### config.mk
export PLATFORM = sky130hd
export DESIGN_NAME = aopt_cell
export DESIGN_NICKNAME = d
export VERILOG_FILES = /design/src/age_ordered_peer_table_macros.svh /design/src/aopt_pkg.sv /design/src/aopt_cell.sv
export SDC_FILE = /design/constraint.sdc
export NUM_CORES = 1
export LEC_CHECK = 0
export BUFFER_PORTS_ARGS = -buffer_cell sky130_fd_sc_hd__buf_2
export CORE_AREA = 5 5 188 190
export CTS_CLUSTER_SIZE = 25
export DETAILED_ROUTE_END_ITERATION = 12
export DIE_AREA = 0 0 193 195
export HOLD_SLACK_MARGIN = 0.1
export PLACE_DENSITY = 0.55
export SYNTH_ARGS = -nofsm -noshare
export SYNTH_HDL_FRONTEND = slang
export SYNTH_SLANG_ARGS = --single-unit
### constraint.sdc
create_clock -name aclk -period 2.6 [get_ports aclk]
set_input_delay 0 -clock aclk [delete_from_list [all_inputs] [get_ports aclk]]
set_output_delay 0 -clock aclk [all_outputs]
set_load 0.005 [all_outputs]
### src/age_ordered_peer_table_macros.svh
// Assertion macros for the peer table.
`ifndef AGE_ORDERED_PEER_TABLE_MACROS_SVH
`define AGE_ORDERED_PEER_TABLE_MACROS_SVH

`ifndef ASSERT_OFF
`define AOPT_ASSERT(lbl, clk, rst_n, prop, msg) \
    lbl: assert property (@(posedge clk) disable iff (!rst_n) (prop)) else $error(msg);
`define AOPT_ASSERT_NEXT(lbl, clk, rst_n, ante, cons, msg) \
    lbl: assert property (@(posedge clk) disable iff (!rst_n) (ante) |=> (cons)) else $error(msg);
`else
`define AOPT_ASSERT(lbl, clk, rst_n, prop, msg)
`define AOPT_ASSERT_NEXT(lbl, clk, rst_n, ante, cons, msg)
`endif

`endif

### src/aopt_pkg.sv
`default_nettype none
package aopt_pkg;

    localparam int CAPACITY  = 32;
    localparam int ID_W      = 48;
    localparam int META_W    = 32;
    localparam int AGE_W     = 16;
    localparam int CNT_W     = $clog2(CAPACITY + 1);
    localparam int IDX_W     = $clog2(CAPACITY);
    localparam int REQ_W     = 3;
    localparam int STAT_W    = 3;
    localparam int CAP_W     = 6;
    localparam int CFG_IDX_W = 1;
    localparam int CFG_W     = 16;

    localparam logic [CAP_W-1:0] CAP_RESET    = 6'd32;
    localparam logic [AGE_W-1:0] EXPIRY_RESET = 16'd5;

    localparam logic [CFG_IDX_W-1:0] CFG_CAP_LIMIT  = 1'b0;
    localparam logic [CFG_IDX_W-1:0] CFG_EXPIRY_AGE = 1'b1;

    localparam logic [REQ_W-1:0] REQ_ADD      = 3'd0;
    localparam logic [REQ_W-1:0] REQ_DELETE   = 3'd1;
    localparam logic [REQ_W-1:0] REQ_UPDATE   = 3'd2;
    localparam logic [REQ_W-1:0] REQ_AGE_EXP  = 3'd3;
    localparam logic [REQ_W-1:0] REQ_AGE_ONLY = 3'd4;
    localparam logic [REQ_W-1:0] REQ_READ     = 3'd5;

    localparam logic [STAT_W-1:0] ST_OK       = 3'd0;
    localparam logic [STAT_W-1:0] ST_DUP      = 3'd1;
    localparam logic [STAT_W-1:0] ST_FULL     = 3'd2;
    localparam logic [STAT_W-1:0] ST_NOMETA   = 3'd3;
    localparam logic [STAT_W-1:0] ST_NOTFOUND = 3'd4;
    localparam logic [STAT_W-1:0] ST_RANGE    = 3'd5;

    typedef enum logic {
        S_IDLE,
        S_APPLY
    } state_t;

    typedef struct packed {
        logic [ID_W-1:0]   id;
        logic [AGE_W-1:0]  age;
        logic [META_W-1:0] meta;
    } entry_t;

    typedef struct packed {
        logic              add;
        logic              del;
        logic              upd;
        logic              age;
        logic              expire;
        logic [META_W-1:0] upd_meta;
    } cell_cmd_t;

endpackage
`default_nettype wire

### src/aopt_cell.sv
`default_nettype none
module aopt_cell (
    input  wire logic                      aclk,
    input  wire logic                      capture,
    input  wire logic [aopt_pkg::ID_W-1:0]  probe_id,
    input  wire logic [aopt_pkg::AGE_W-1:0] expiry_age,
    input  wire logic                      valid,
    input  wire logic                      sel,
    input  wire aopt_pkg::cell_cmd_t        cmd,
    input  wire aopt_pkg::entry_t           left_entry,
    input  wire aopt_pkg::entry_t           right_entry,
    input  wire logic                      found_in,
    input  wire logic                      hit_in,
    output aopt_pkg::entry_t                entry,
    output logic                           found_out,
    output logic                           hit_out,
    output logic                           first_hit,
    output aopt_pkg::entry_t                rd_entry
);
    import aopt_pkg::*;

    entry_t entry_reg, entry_next;
    logic   match_reg, age_hit_reg, sel_reg;

    // compare flags are taken when the word is accepted, used in the apply cycle
    always_ff @(posedge aclk) begin
        if (capture) begin
            match_reg   <= valid && (entry_reg.id == probe_id);
            age_hit_reg <= valid && (entry_reg.age == expiry_age);
            sel_reg     <= valid && sel;
        end
        entry_reg <= entry_next;
    end

    assign found_out = found_in | match_reg;
    assign hit_out   = hit_in | age_hit_reg;
    assign first_hit = age_hit_reg & ~hit_in;
    assign entry     = entry_reg;
    assign rd_entry  = sel_reg ? entry_reg : '0;

    always_comb begin
        entry_next = entry_reg;
        if (cmd.add) begin
            entry_next = left_entry;
        end else if (cmd.del && (found_in || match_reg)) begin
            entry_next = right_entry;
        end else if (cmd.upd && match_reg && !found_in) begin
            entry_next.meta = cmd.upd_meta;
        end else if (cmd.age && !(cmd.expire && (hit_in || age_hit_reg))) begin
            if (entry_reg.age != '1) begin
                entry_next.age = entry_reg.age + 1'b1;
            end
        end
    end

endmodule
`default_nettype wire

==> results of run 1 <==
==> how the worst max path moves through the flow <==
stage / start / end / slack [ns]
finish: match_reg$_DFFE_PP_ / entry[47]$_DFFE_PP_ / 0.26
global route: match_reg$_DFFE_PP_ / entry[47]$_DFFE_PP_ / 0.09
CTS: match_reg$_DFFE_PP_ / entry[47]$_DFFE_PP_ / 0.10
detailed placement: entry[52]$_DFFE_PN_ / match_reg$_DFFE_PP_ / 0.18
global placement: entry[82]$_DFFE_PN_ / match_reg$_DFFE_PP_ / 0.18
floorplan: match_reg$_DFFE_PP_ / entry[32]$_DFFE_PP_ / 0.1
==> worst max-delay path, delay by kind of cell (launching register included) <==
family          cells  cell delay [ns]
flops               1             0.41
compound gates      2             0.39
simple gates        1             0.07
buf+inv             3             1.22
==> metrics by stage <==
stage / cells / hold WS, ns
4_1_cts: 1693 / 0.112
6_report: 1694 / 0.128
5_1_grt: 1693 / 0.149
3_5_place_dp: 1486 / 0.231
3_3_place_gp: 1486 / 0.234
2_1_floorplan: 570 / 0.0302
==> cells in the final DEF, fill, tap and decap left out, types with 3 or more instances in the layout <==
master         instances
edfxtp_1              99
buf_4                 11
xnor2_1               21
xor2_1                51
nand2_1               50
dlygate4sd3_1        191
or3_1                  3
clkbuf_16              9
nor2_1                 7
nand4_1                6
a21oi_1                4
nand3_1                6
o21ai_0               38
buf_2                492
inv_1                  5
nor4_1                17
nor3_1                 6
and2_1                96
mux2i_1               35
mux2_2                49
==> final cells by class <==
class                      count  area, sq um
antenna                        1         2.50
clock buffer                  10          229
clock inverter                 6         88.8
fill                        3400        21700
inverter                       6         26.3
multi-input combinational    428         3180
sequential                    99         2970
tap                          448          561
timing repair buffer         696         4500
==> where the power goes <==
group / leakage [nW] / internal (W) / switching (W)
logic: 4.11 / 0.000885 / 0.000666
registers: 1.01 / 0.00196 / 0.000183
clock network: 0.151 / 0.000847 / 0.000638
total: 5.27 / 0.00369 / 0.00149
==> metal layers <==
metal,global-route usage (%),wire (microns),vias up
li1,-,-,3376
met1,19.4,12900,3418
met2,26.7,15200,345
met3,3.62,2470,55
met4,5.53,901,4
met5,0,27,-
==> logic make-up after synthesis <==
family | Yosys count | synth area share, %
XOR/XNOR | 72 | 9.95
AO/OA/AOI/OAI | 60 | 6.12
multiplexers | 84 | 14.2
adder cells (fa/ha/maj) | 1 | 0.197
AND/OR/NAND/NOR | 211 | 19.3
flip-flops | 99 | 46.9
buffers and inverters | 43 | 3.32
==> what timing repair did <==
item                                   4_1_cts  5_1_grt
resized for setup                            0        2
endpoints found under the hold margin      101        0
setup endpoints to repair                    0        2
hold buffers                               191        0
==> results.json, run 1 <==
{
  "drc": 0,
  "yosysTopAreaCell": "edfxtp_1",
  "drtIter0Drc": 297,
  "htreeDepth": 3,
  "io_pins": 494,
  "skew_ns": 0.00951,
  "dp_hpwl_microns": 24500,
  "max_stage_delay_ns": 0.57,
  "synth_area_sq_um": 6340,
  "final_cell_area_sq_um": 11600,
  "critPathSlowestCell": "dlygate4sd3_1",
  "postCtsSetupRepairBufs": 0,
  "clkSinkCount": 99,
  "slew_headroom_pct": 51.1,
  "ys_warn_count": 0,
  "critical_path_class": "reg2reg",
  "largest_reg_flops": 96,
  "antenna_found_initial": 3,
  "ys_ff_latch": 99,
  "avgSynthCellArea_sq_um": 11.1,
  "yosys-top-cells-count": "99 x edfxtp_1, 96 x and2_1, 51 x xor2_1",
  "dr.pass1.iters": 6,
  "rows": 67,
  "grt_usage_pct": 15.7,
  "gp_congestion": 0.854,
  "status": "finished clean",
  "total_power_w": 0.00518,
  "crit_path_end_kind": "flop",
  "syn_nets": 870,
  "place_ws_ns": 0.178,
  "fin_util_pct": 34.7,
  "finalSetupViolations": 0,
  "first_global_vias": 7661,
  "viasPerCell": 4.25,
  "synth_top_cell_area_share_pct": 46.9,
  "holdPathEnd": "entry[39]$_DFFE_PP_",
  "async_flop_share_pct": 0,
  "fmax_mhz": 427,
  "cp_max_fo": 50,
  "r2r_setup_slack_ns": 0.26,
  "ant_nets": 0,
  "place_area_sq_um": 9320,
  "rsz0062_at_grt": "no",
  "wl_microns": 31400,
  "drv_cap": 0,
  "wl_per_cell_microns": 18.6,
  "ys.flop_type": "edfxtp_1",
  "die-area_sq_um": 37600,
  "p_leak_nw": 5.27,
  "startpoint_type": "flop",
  "cts_max_path_buffers": 2,
  "timing.setup.tns_ns": 0,
  "overflow": 0,
  "synth_cells": 570,
  "grt_pass1_wl_microns": 45100,
  "core_area_sq_um": 33300,
  "timing.rr.start": "match_reg$_DFFE_PP_",
  "fin_crit_sh_pct": 90.1,
  "hold_start": "right_entry[39]",
  "worst_slew_pin_slew_ns": 0.734,
  "ys_types": 49,
  "vias": 7198,
  "synth_edf_count": 99,
  "p_per_area_nw_per_um2": 448,
  "min_period_ns": 2.34,
  "min_path_type": "in2reg",
  "root_buffer": "clkbuf_16",
  "area_growth_pct": 82.4,
  "cts_tree": "done",
  "r2r_cells": 6,
  "r2r_end": "entry[47]$_DFFE_PP_",
  "fin_ws_ns": 0.257,
  "final_nets": 1540,
  "peakVddDrop_v": 0.000297,
  "worstPathRequired_ns": 2.71,
  "hold_depth": 3,
  "arrival_ns": 2.46,
  "clkLatencyLatePin_ns": 0.36,
  "clkTransAtPathRegs_ns": 0.08,
  "hold_viol_final": 0,
  "crit_chain": "o21a_2, nor2_4, clkinvlp_4, buf_4, o221ai_2, dlygate4sd3_1",
  "yosys-top-cells-area": "edfxtp_1 47%, and2_1 9.5%, mux2_2 8.7%, xor2_1 7.0%, mux2i_1 5.5%",
  "drv_slew": 0,
  "synth-seq-area-share_pct": 46.9,
  "drive_above_1_share_pct": 47.4,
  "die_y_microns": 195,
  "initial_core_util_pct": 19.0,
  "die_w_microns": 193,
  "io_buffer_count": 493,
  "yosysMostFrequentCell": "edfxtp_1",
  "grt_start_max_net_pins": 65,
  "cts_buffers": 9
}
No activity file was read; power rests on OpenSTA's default activity.
==> run 2, diff against run 1 <==
--- a/config.mk
+++ b/config.mk
@@ -8,7 +8,9 @@
 export BUFFER_PORTS_ARGS = -buffer_cell sky130_fd_sc_hd__buf_2
 export CORE_AREA = 5 5 188 190
+export CTS_CLUSTER_DIAMETER = 60
 export CTS_CLUSTER_SIZE = 25
 export DETAILED_ROUTE_END_ITERATION = 12
 export DIE_AREA = 0 0 193 195
+export GPL_TIMING_DRIVEN = 0
 export HOLD_SLACK_MARGIN = 0.1
 export PLACE_DENSITY = 0.55
==> constraint.sdc (replaced) <==
create_clock -name aclk -period 2.6 [get_ports aclk]
set_input_delay 0.65 -clock aclk [delete_from_list [all_inputs] [get_ports aclk]]
set_output_delay 0.65 -clock aclk [all_outputs]
set_load 0.005 [all_outputs]
==> results.json, run 2 (synthesized netlist as in run 1, its figures left out) <==
{
  "fin_crit_sh_pct": 94.3,
  "fmax_mhz": 408,
  "final_cell_area_sq_um": 9730,
  "slew_headroom_pct": 28.2,
  "fillers": 3633,
  "htreeDepth": 3,
  "drv_slew": 0,
  "final_common_cell": "buf_2",
  "antenna_found_initial": 4,
  "cts_tree": "done",
  "core_area_sq_um": 33300,
  "drc": 0,
  "layoutNonFillerInstCount": 1531,
  "drv_cap": 0,
  "cp_max_fo": 13,
  "min_path_type": "in2reg",
  "rsz0062_at_grt": "no",
  "final_nets": 1377,
  "p_leak_nw": 4.52,
  "rows": 67,
  "io_pins": 494,
  "grt_start_max_net_pins": 26,
  "p_per_area_nw_per_um2": 492,
  "root_buffer": "clkbuf_16",
  "gp_congestion": 0.889,
  "vias": 6463,
  "clkTransAtPathRegs_ns": 0.08,
  "fin_ws_ns": 0.147,
  "cts_buffers": 9,
  "cts_max_path_buffers": 2,
  "postCtsHoldBufs": 0,
  "hold_start": "capture",
  "critical_path_class": "reg2reg",
  "area_growth_pct": 53.5,
  "dp_cells": 1511,
  "crit_start": "match_reg$_DFFE_PP_",
  "initial_core_util_pct": 19.0,
  "timing.rr.start": "match_reg$_DFFE_PP_",
  "multi_input_area_sq_um": 3180,
  "status": "finished clean",
  "drtIter0Drc": 287,
  "min_period_ns": 2.45,
  "wl_microns": 31600,
  "ant_nets": 0,
  "regArea_sq_um": 2970,
  "largest_reg_flops": 96,
  "drive_above_1_share_pct": 56.0,
  "whs_ns": 0.558,
  "clkLatencyLatePin_ns": 0.36,
  "total_power_w": 0.00479,
  "die-area_sq_um": 37600,
  "overflow": 0,
  "dp_hpwl_microns": 26400,
  "skew_ns": 0.00972,
  "clkSinkCount": 99,
  "io_buffer_count": 492,
  "arrival_ns": 2.34,
  "layout_common_cells": "502 x buf_2, 99 x edfxtp_1, 96 x and2_1, 51 x xor2_1, 50 x nand2_1",
  "finalSetupViolations": 0,
  "viasPerCell": 4.22,
  "die_w_microns": 193,
  "peakVddDrop_v": 0.000280,
  "crit_path_end_kind": "flop",
  "place_ws_ns": -0.915,
  "first_global_vias": 6644,
  "hold_viol_final": 0,
  "startpoint_type": "flop",
  "place_area_sq_um": 9410,
  "worstPathRequired_ns": 2.49,
  "worst_slew_pin_slew_ns": 1.07,
  "dr.pass1.iters": 4,
  "grt_usage_pct": 15.9,
  "wl_per_cell_microns": 20.6,
  "die_y_microns": 195,
  "grt_pass1_wl_microns": 43800
}
[run 2: metal layers]
layer / wire length [microns] / GRT usage [%]
met3: 2560 / 3.88
met2: 15200 / 26.5
met4: 320 / 3.17
met5: 20 / 0
met1: 13500 / 21.0
[run 2: worst paths after layout]
| kind | endpoint | depth (start not counted) | slack (ns) |
|---|---|---|---|
| min reg2reg | entry[44]$_DFFE_PP_ | 2 | 0.85 |
| max reg2reg | entry[60]$_DFFE_PN_ | 4 | 0.15 |
| max | entry[60]$_DFFE_PN_ | 4 | 0.15 |
| min | age_hit_reg$_DFFE_PP_ | 1 | 0.56 |
[run 2: timing repair]
item	in CTS	in global routing
setup buffers	1	0
setup endpoints to repair	107	0
gates resized for setup	7	0
[run 2: layout make-up]
cell class / count / area share, %
clock inverter: 7 / 0.579
antenna: 1 / 0.0257
inverter: 6 / 0.270
timing repair buffer: 494 / 25.7
timing repair inverter: 2 / 0.129
tap: 448 / 5.76
buffer: 37 / 2.01
sequential: 99 / 30.6
clock buffer: 9 / 2.31
multi-input combinational: 428 / 32.7
[run 2: worst max-delay path, stage by stage, from the launching register on]
cell	delay [ns]
edfxtp_1	0.43
o21a_1	0.22
clkbuf_2	0.21
nor2_4	0.38
clkinvlp_2	0.73
[run 2: power breakdown]
group | total, W | switching (W) | internal (W)
registers | 0.00214 | 0.000183 | 0.00196
clock network | 0.00135 | 0.000686 | 0.000669
logic | 0.00129 | 0.000639 | 0.000654
[run 2: through the flow]
step                TNS (ns)  util, %
global route               0     29.2
finish                     0     29.2
CTS                        0     29.2
detailed placement    -39.96     28.3
floorplan             -0.214        -
global placement      -48.35     28.2
==> run 3, diff against run 2 <==
==> constraint.sdc (replaced) <==
create_clock -name aclk -period 2.6 [get_ports aclk]
set_input_delay 0.13 -clock aclk [delete_from_list [all_inputs] [get_ports aclk]]
set_output_delay 0.13 -clock aclk [all_outputs]
set_load 0.005 [all_outputs]
==> results.json, run 3 (synthesized netlist as in run 1, its figures left out) <==
{
  "io_buffer_count": 492,
  "clkPwrFrac_pct": 26.9,
  "initial_core_util_pct": 19.0,
  "grt_usage_pct": 16.9,
  "final_nets": 1513,
  "drc": 0,
  "p_int_w": 0.00343,
  "io_pins": 494,
  "crit_path_end_kind": "flop",
  "dp_hpwl_microns": 26500,
  "drv_slew": 0,
  "min_path_type": "in2reg",
  "peakVddDrop_v": 0.000328,
  "grt_start_max_net_pins": 33,
  "fillers": 3463,
  "r2r_setup_slack_ns": 0.16,
  "layout_common_cells": "501 x buf_2, 135 x dlygate4sd3_1, 99 x edfxtp_1, 96 x and2_1, 51 x xor2_1",
  "crit_chain": "ha_1, nand2_1, nor4_1, nand2_1, a41o_4",
  "critical_path_class": "reg2reg",
  "max_stage_delay_ns": 0.53,
  "holdPathEnd": "entry[58]$_DFFE_PN_",
  "p_per_area_nw_per_um2": 449,
  "startpoint_type": "flop",
  "worstPathRequired_ns": 2.68,
  "cts_max_path_buffers": 2,
  "switching_share_pct": 31.1,
  "die_w_microns": 193,
  "r2r_end": "entry[33]$_DFFE_PP_",
  "timing.rr.start": "entry[33]$_DFFE_PP_",
  "grt_pass1_wl_microns": 47100,
  "crit_family": "simple AND/OR/NAND/NOR gates",
  "antenna_found_initial": 5,
  "worst_slew_pin_slew_ns": 1.20,
  "status": "finished clean",
  "cp_max_fo": 16,
  "rows": 67,
  "r2r_cells": 5,
  "clkLatencyLatePin_ns": 0.35,
  "die-area_sq_um": 37600,
  "area_growth_pct": 74.8,
  "dr.pass1.iters": 5,
  "cts_buffers": 9,
  "skew_ns": 0.0119,
  "largest_reg_flops": 96,
  "slew_headroom_pct": 20.1,
  "rsz0062_at_grt": "no",
  "crit_start": "entry[33]$_DFFE_PP_",
  "clkSinkCount": 99,
  "fin_crit_sh_pct": 94.0,
  "hold_viol_final": 0,
  "hold_depth": 2,
  "root_buffer": "clkbuf_16",
  "fmax_mhz": 409,
  "final_cell_area_sq_um": 11100,
  "hold_start": "left_entry[58]",
  "htreeDepth": 3,
  "regArea_sq_um": 2970,
  "drive_above_1_share_pct": 49.4,
  "critPathSlowestCell": "edfxtp_1",
  "multi_input_area_sq_um": 3190,
  "path_buf_inv": 0,
  "clkTransAtPathRegs_ns": 0.08,
  "seq_power_share_pct": 43.0,
  "wl_microns": 33300,
  "switchingPower_w": 0.00155,
  "place_area_sq_um": 9380,
  "core_area_sq_um": 33300,
  "gp_congestion": 0.901,
  "p_comb_share_pct": 30.1,
  "finalSetupViolations": 0,
  "drtIter0Drc": 359,
  "crit_top_cell": "nand2_1",
  "fin_util_pct": 33.3,
  "arrival_ns": 2.52,
  "final_common_cell": "buf_2",
  "wl_per_cell_microns": 20.0,
  "vias": 7097,
  "first_global_vias": 7576,
  "p_leak_nw": 5.05,
  "overflow": 0,
  "cts_tree": "done",
  "ant_nets": 0,
  "die_y_microns": 195,
  "min_period_ns": 2.44,
  "viasPerCell": 4.25,
  "drv_cap": 0
}
-- run 3: cell count changes in the layout (fill, tap and decap cells not counted), sizes merged --
cell and change:
clkinvlp +2, dlygate4sd3 +135, clkbuf +1, clkinv +1, inv -3, diode +2
-- run 3: layout make-up --
cell class,count,area share (%)
plain buffers,37,1.69
diodes,3,0.0678
well taps,448,5.06
repair buffers,629,34.6
repair inverters,3,0.203
multi-input cells,428,28.8
inverters,6,0.237
clock buffers,10,2.07
flip-flops and latches,99,26.8
clock inverters,6,0.452
-- run 3: worst max-delay path by stage --
stage                                to  cells after the start
global placement    entry[33]$_DFFE_PP_                      5
global route        entry[33]$_DFFE_PP_                      5
floorplan           entry[32]$_DFFE_PP_                      5
detailed placement  entry[33]$_DFFE_PP_                      5
finish              entry[33]$_DFFE_PP_                      5
CTS                 entry[34]$_DFFE_PP_                      5
-- run 3: repair_timing --
action / in CTS / in global routing
setup endpoints to repair: 99 / 48
hold buffers: 135 / 0
hold endpoints to repair: 93 / 0
resized for setup: 7 / 1
setup buffers: 1 / 1
gates cloned: 3 / 0
-- run 3: power by group through the flow --
stage,Sequential [W],Clock (W),Combinational (W)
after floorplan,0.00212,0,0.000563
after global placement,0.00218,0,0.00128
after detailed placement,0.00218,0,0.00130
after CTS,0.00214,0.00139,0.00150
after global routing,0.00216,0.00145,0.00163
final,0.00214,0.00134,0.00150
-- run 3: per-layer routing --
layer	part of all wire, %	track usage (%)
met5	0.081	0
met2	48	28.6
met4	3.1	5.72
met3	7.5	3.30
met1	41	21.4
-- run 3: through the flow --
stage               setup TNS, ns  power (W)  std cells  setup WS (ns)  hold slack, ns
finish                          0    0.00497       1669          0.155           0.126
global route                    0    0.00523       1667         0.0438           0.102
CTS                             0    0.00503       1665         0.0119           0.101
detailed placement         -34.00    0.00347       1510         -0.766           0.399
global placement           -31.01    0.00346       1510         -0.729           0.398
floorplan                       0    0.00268        570         0.0972           0.242
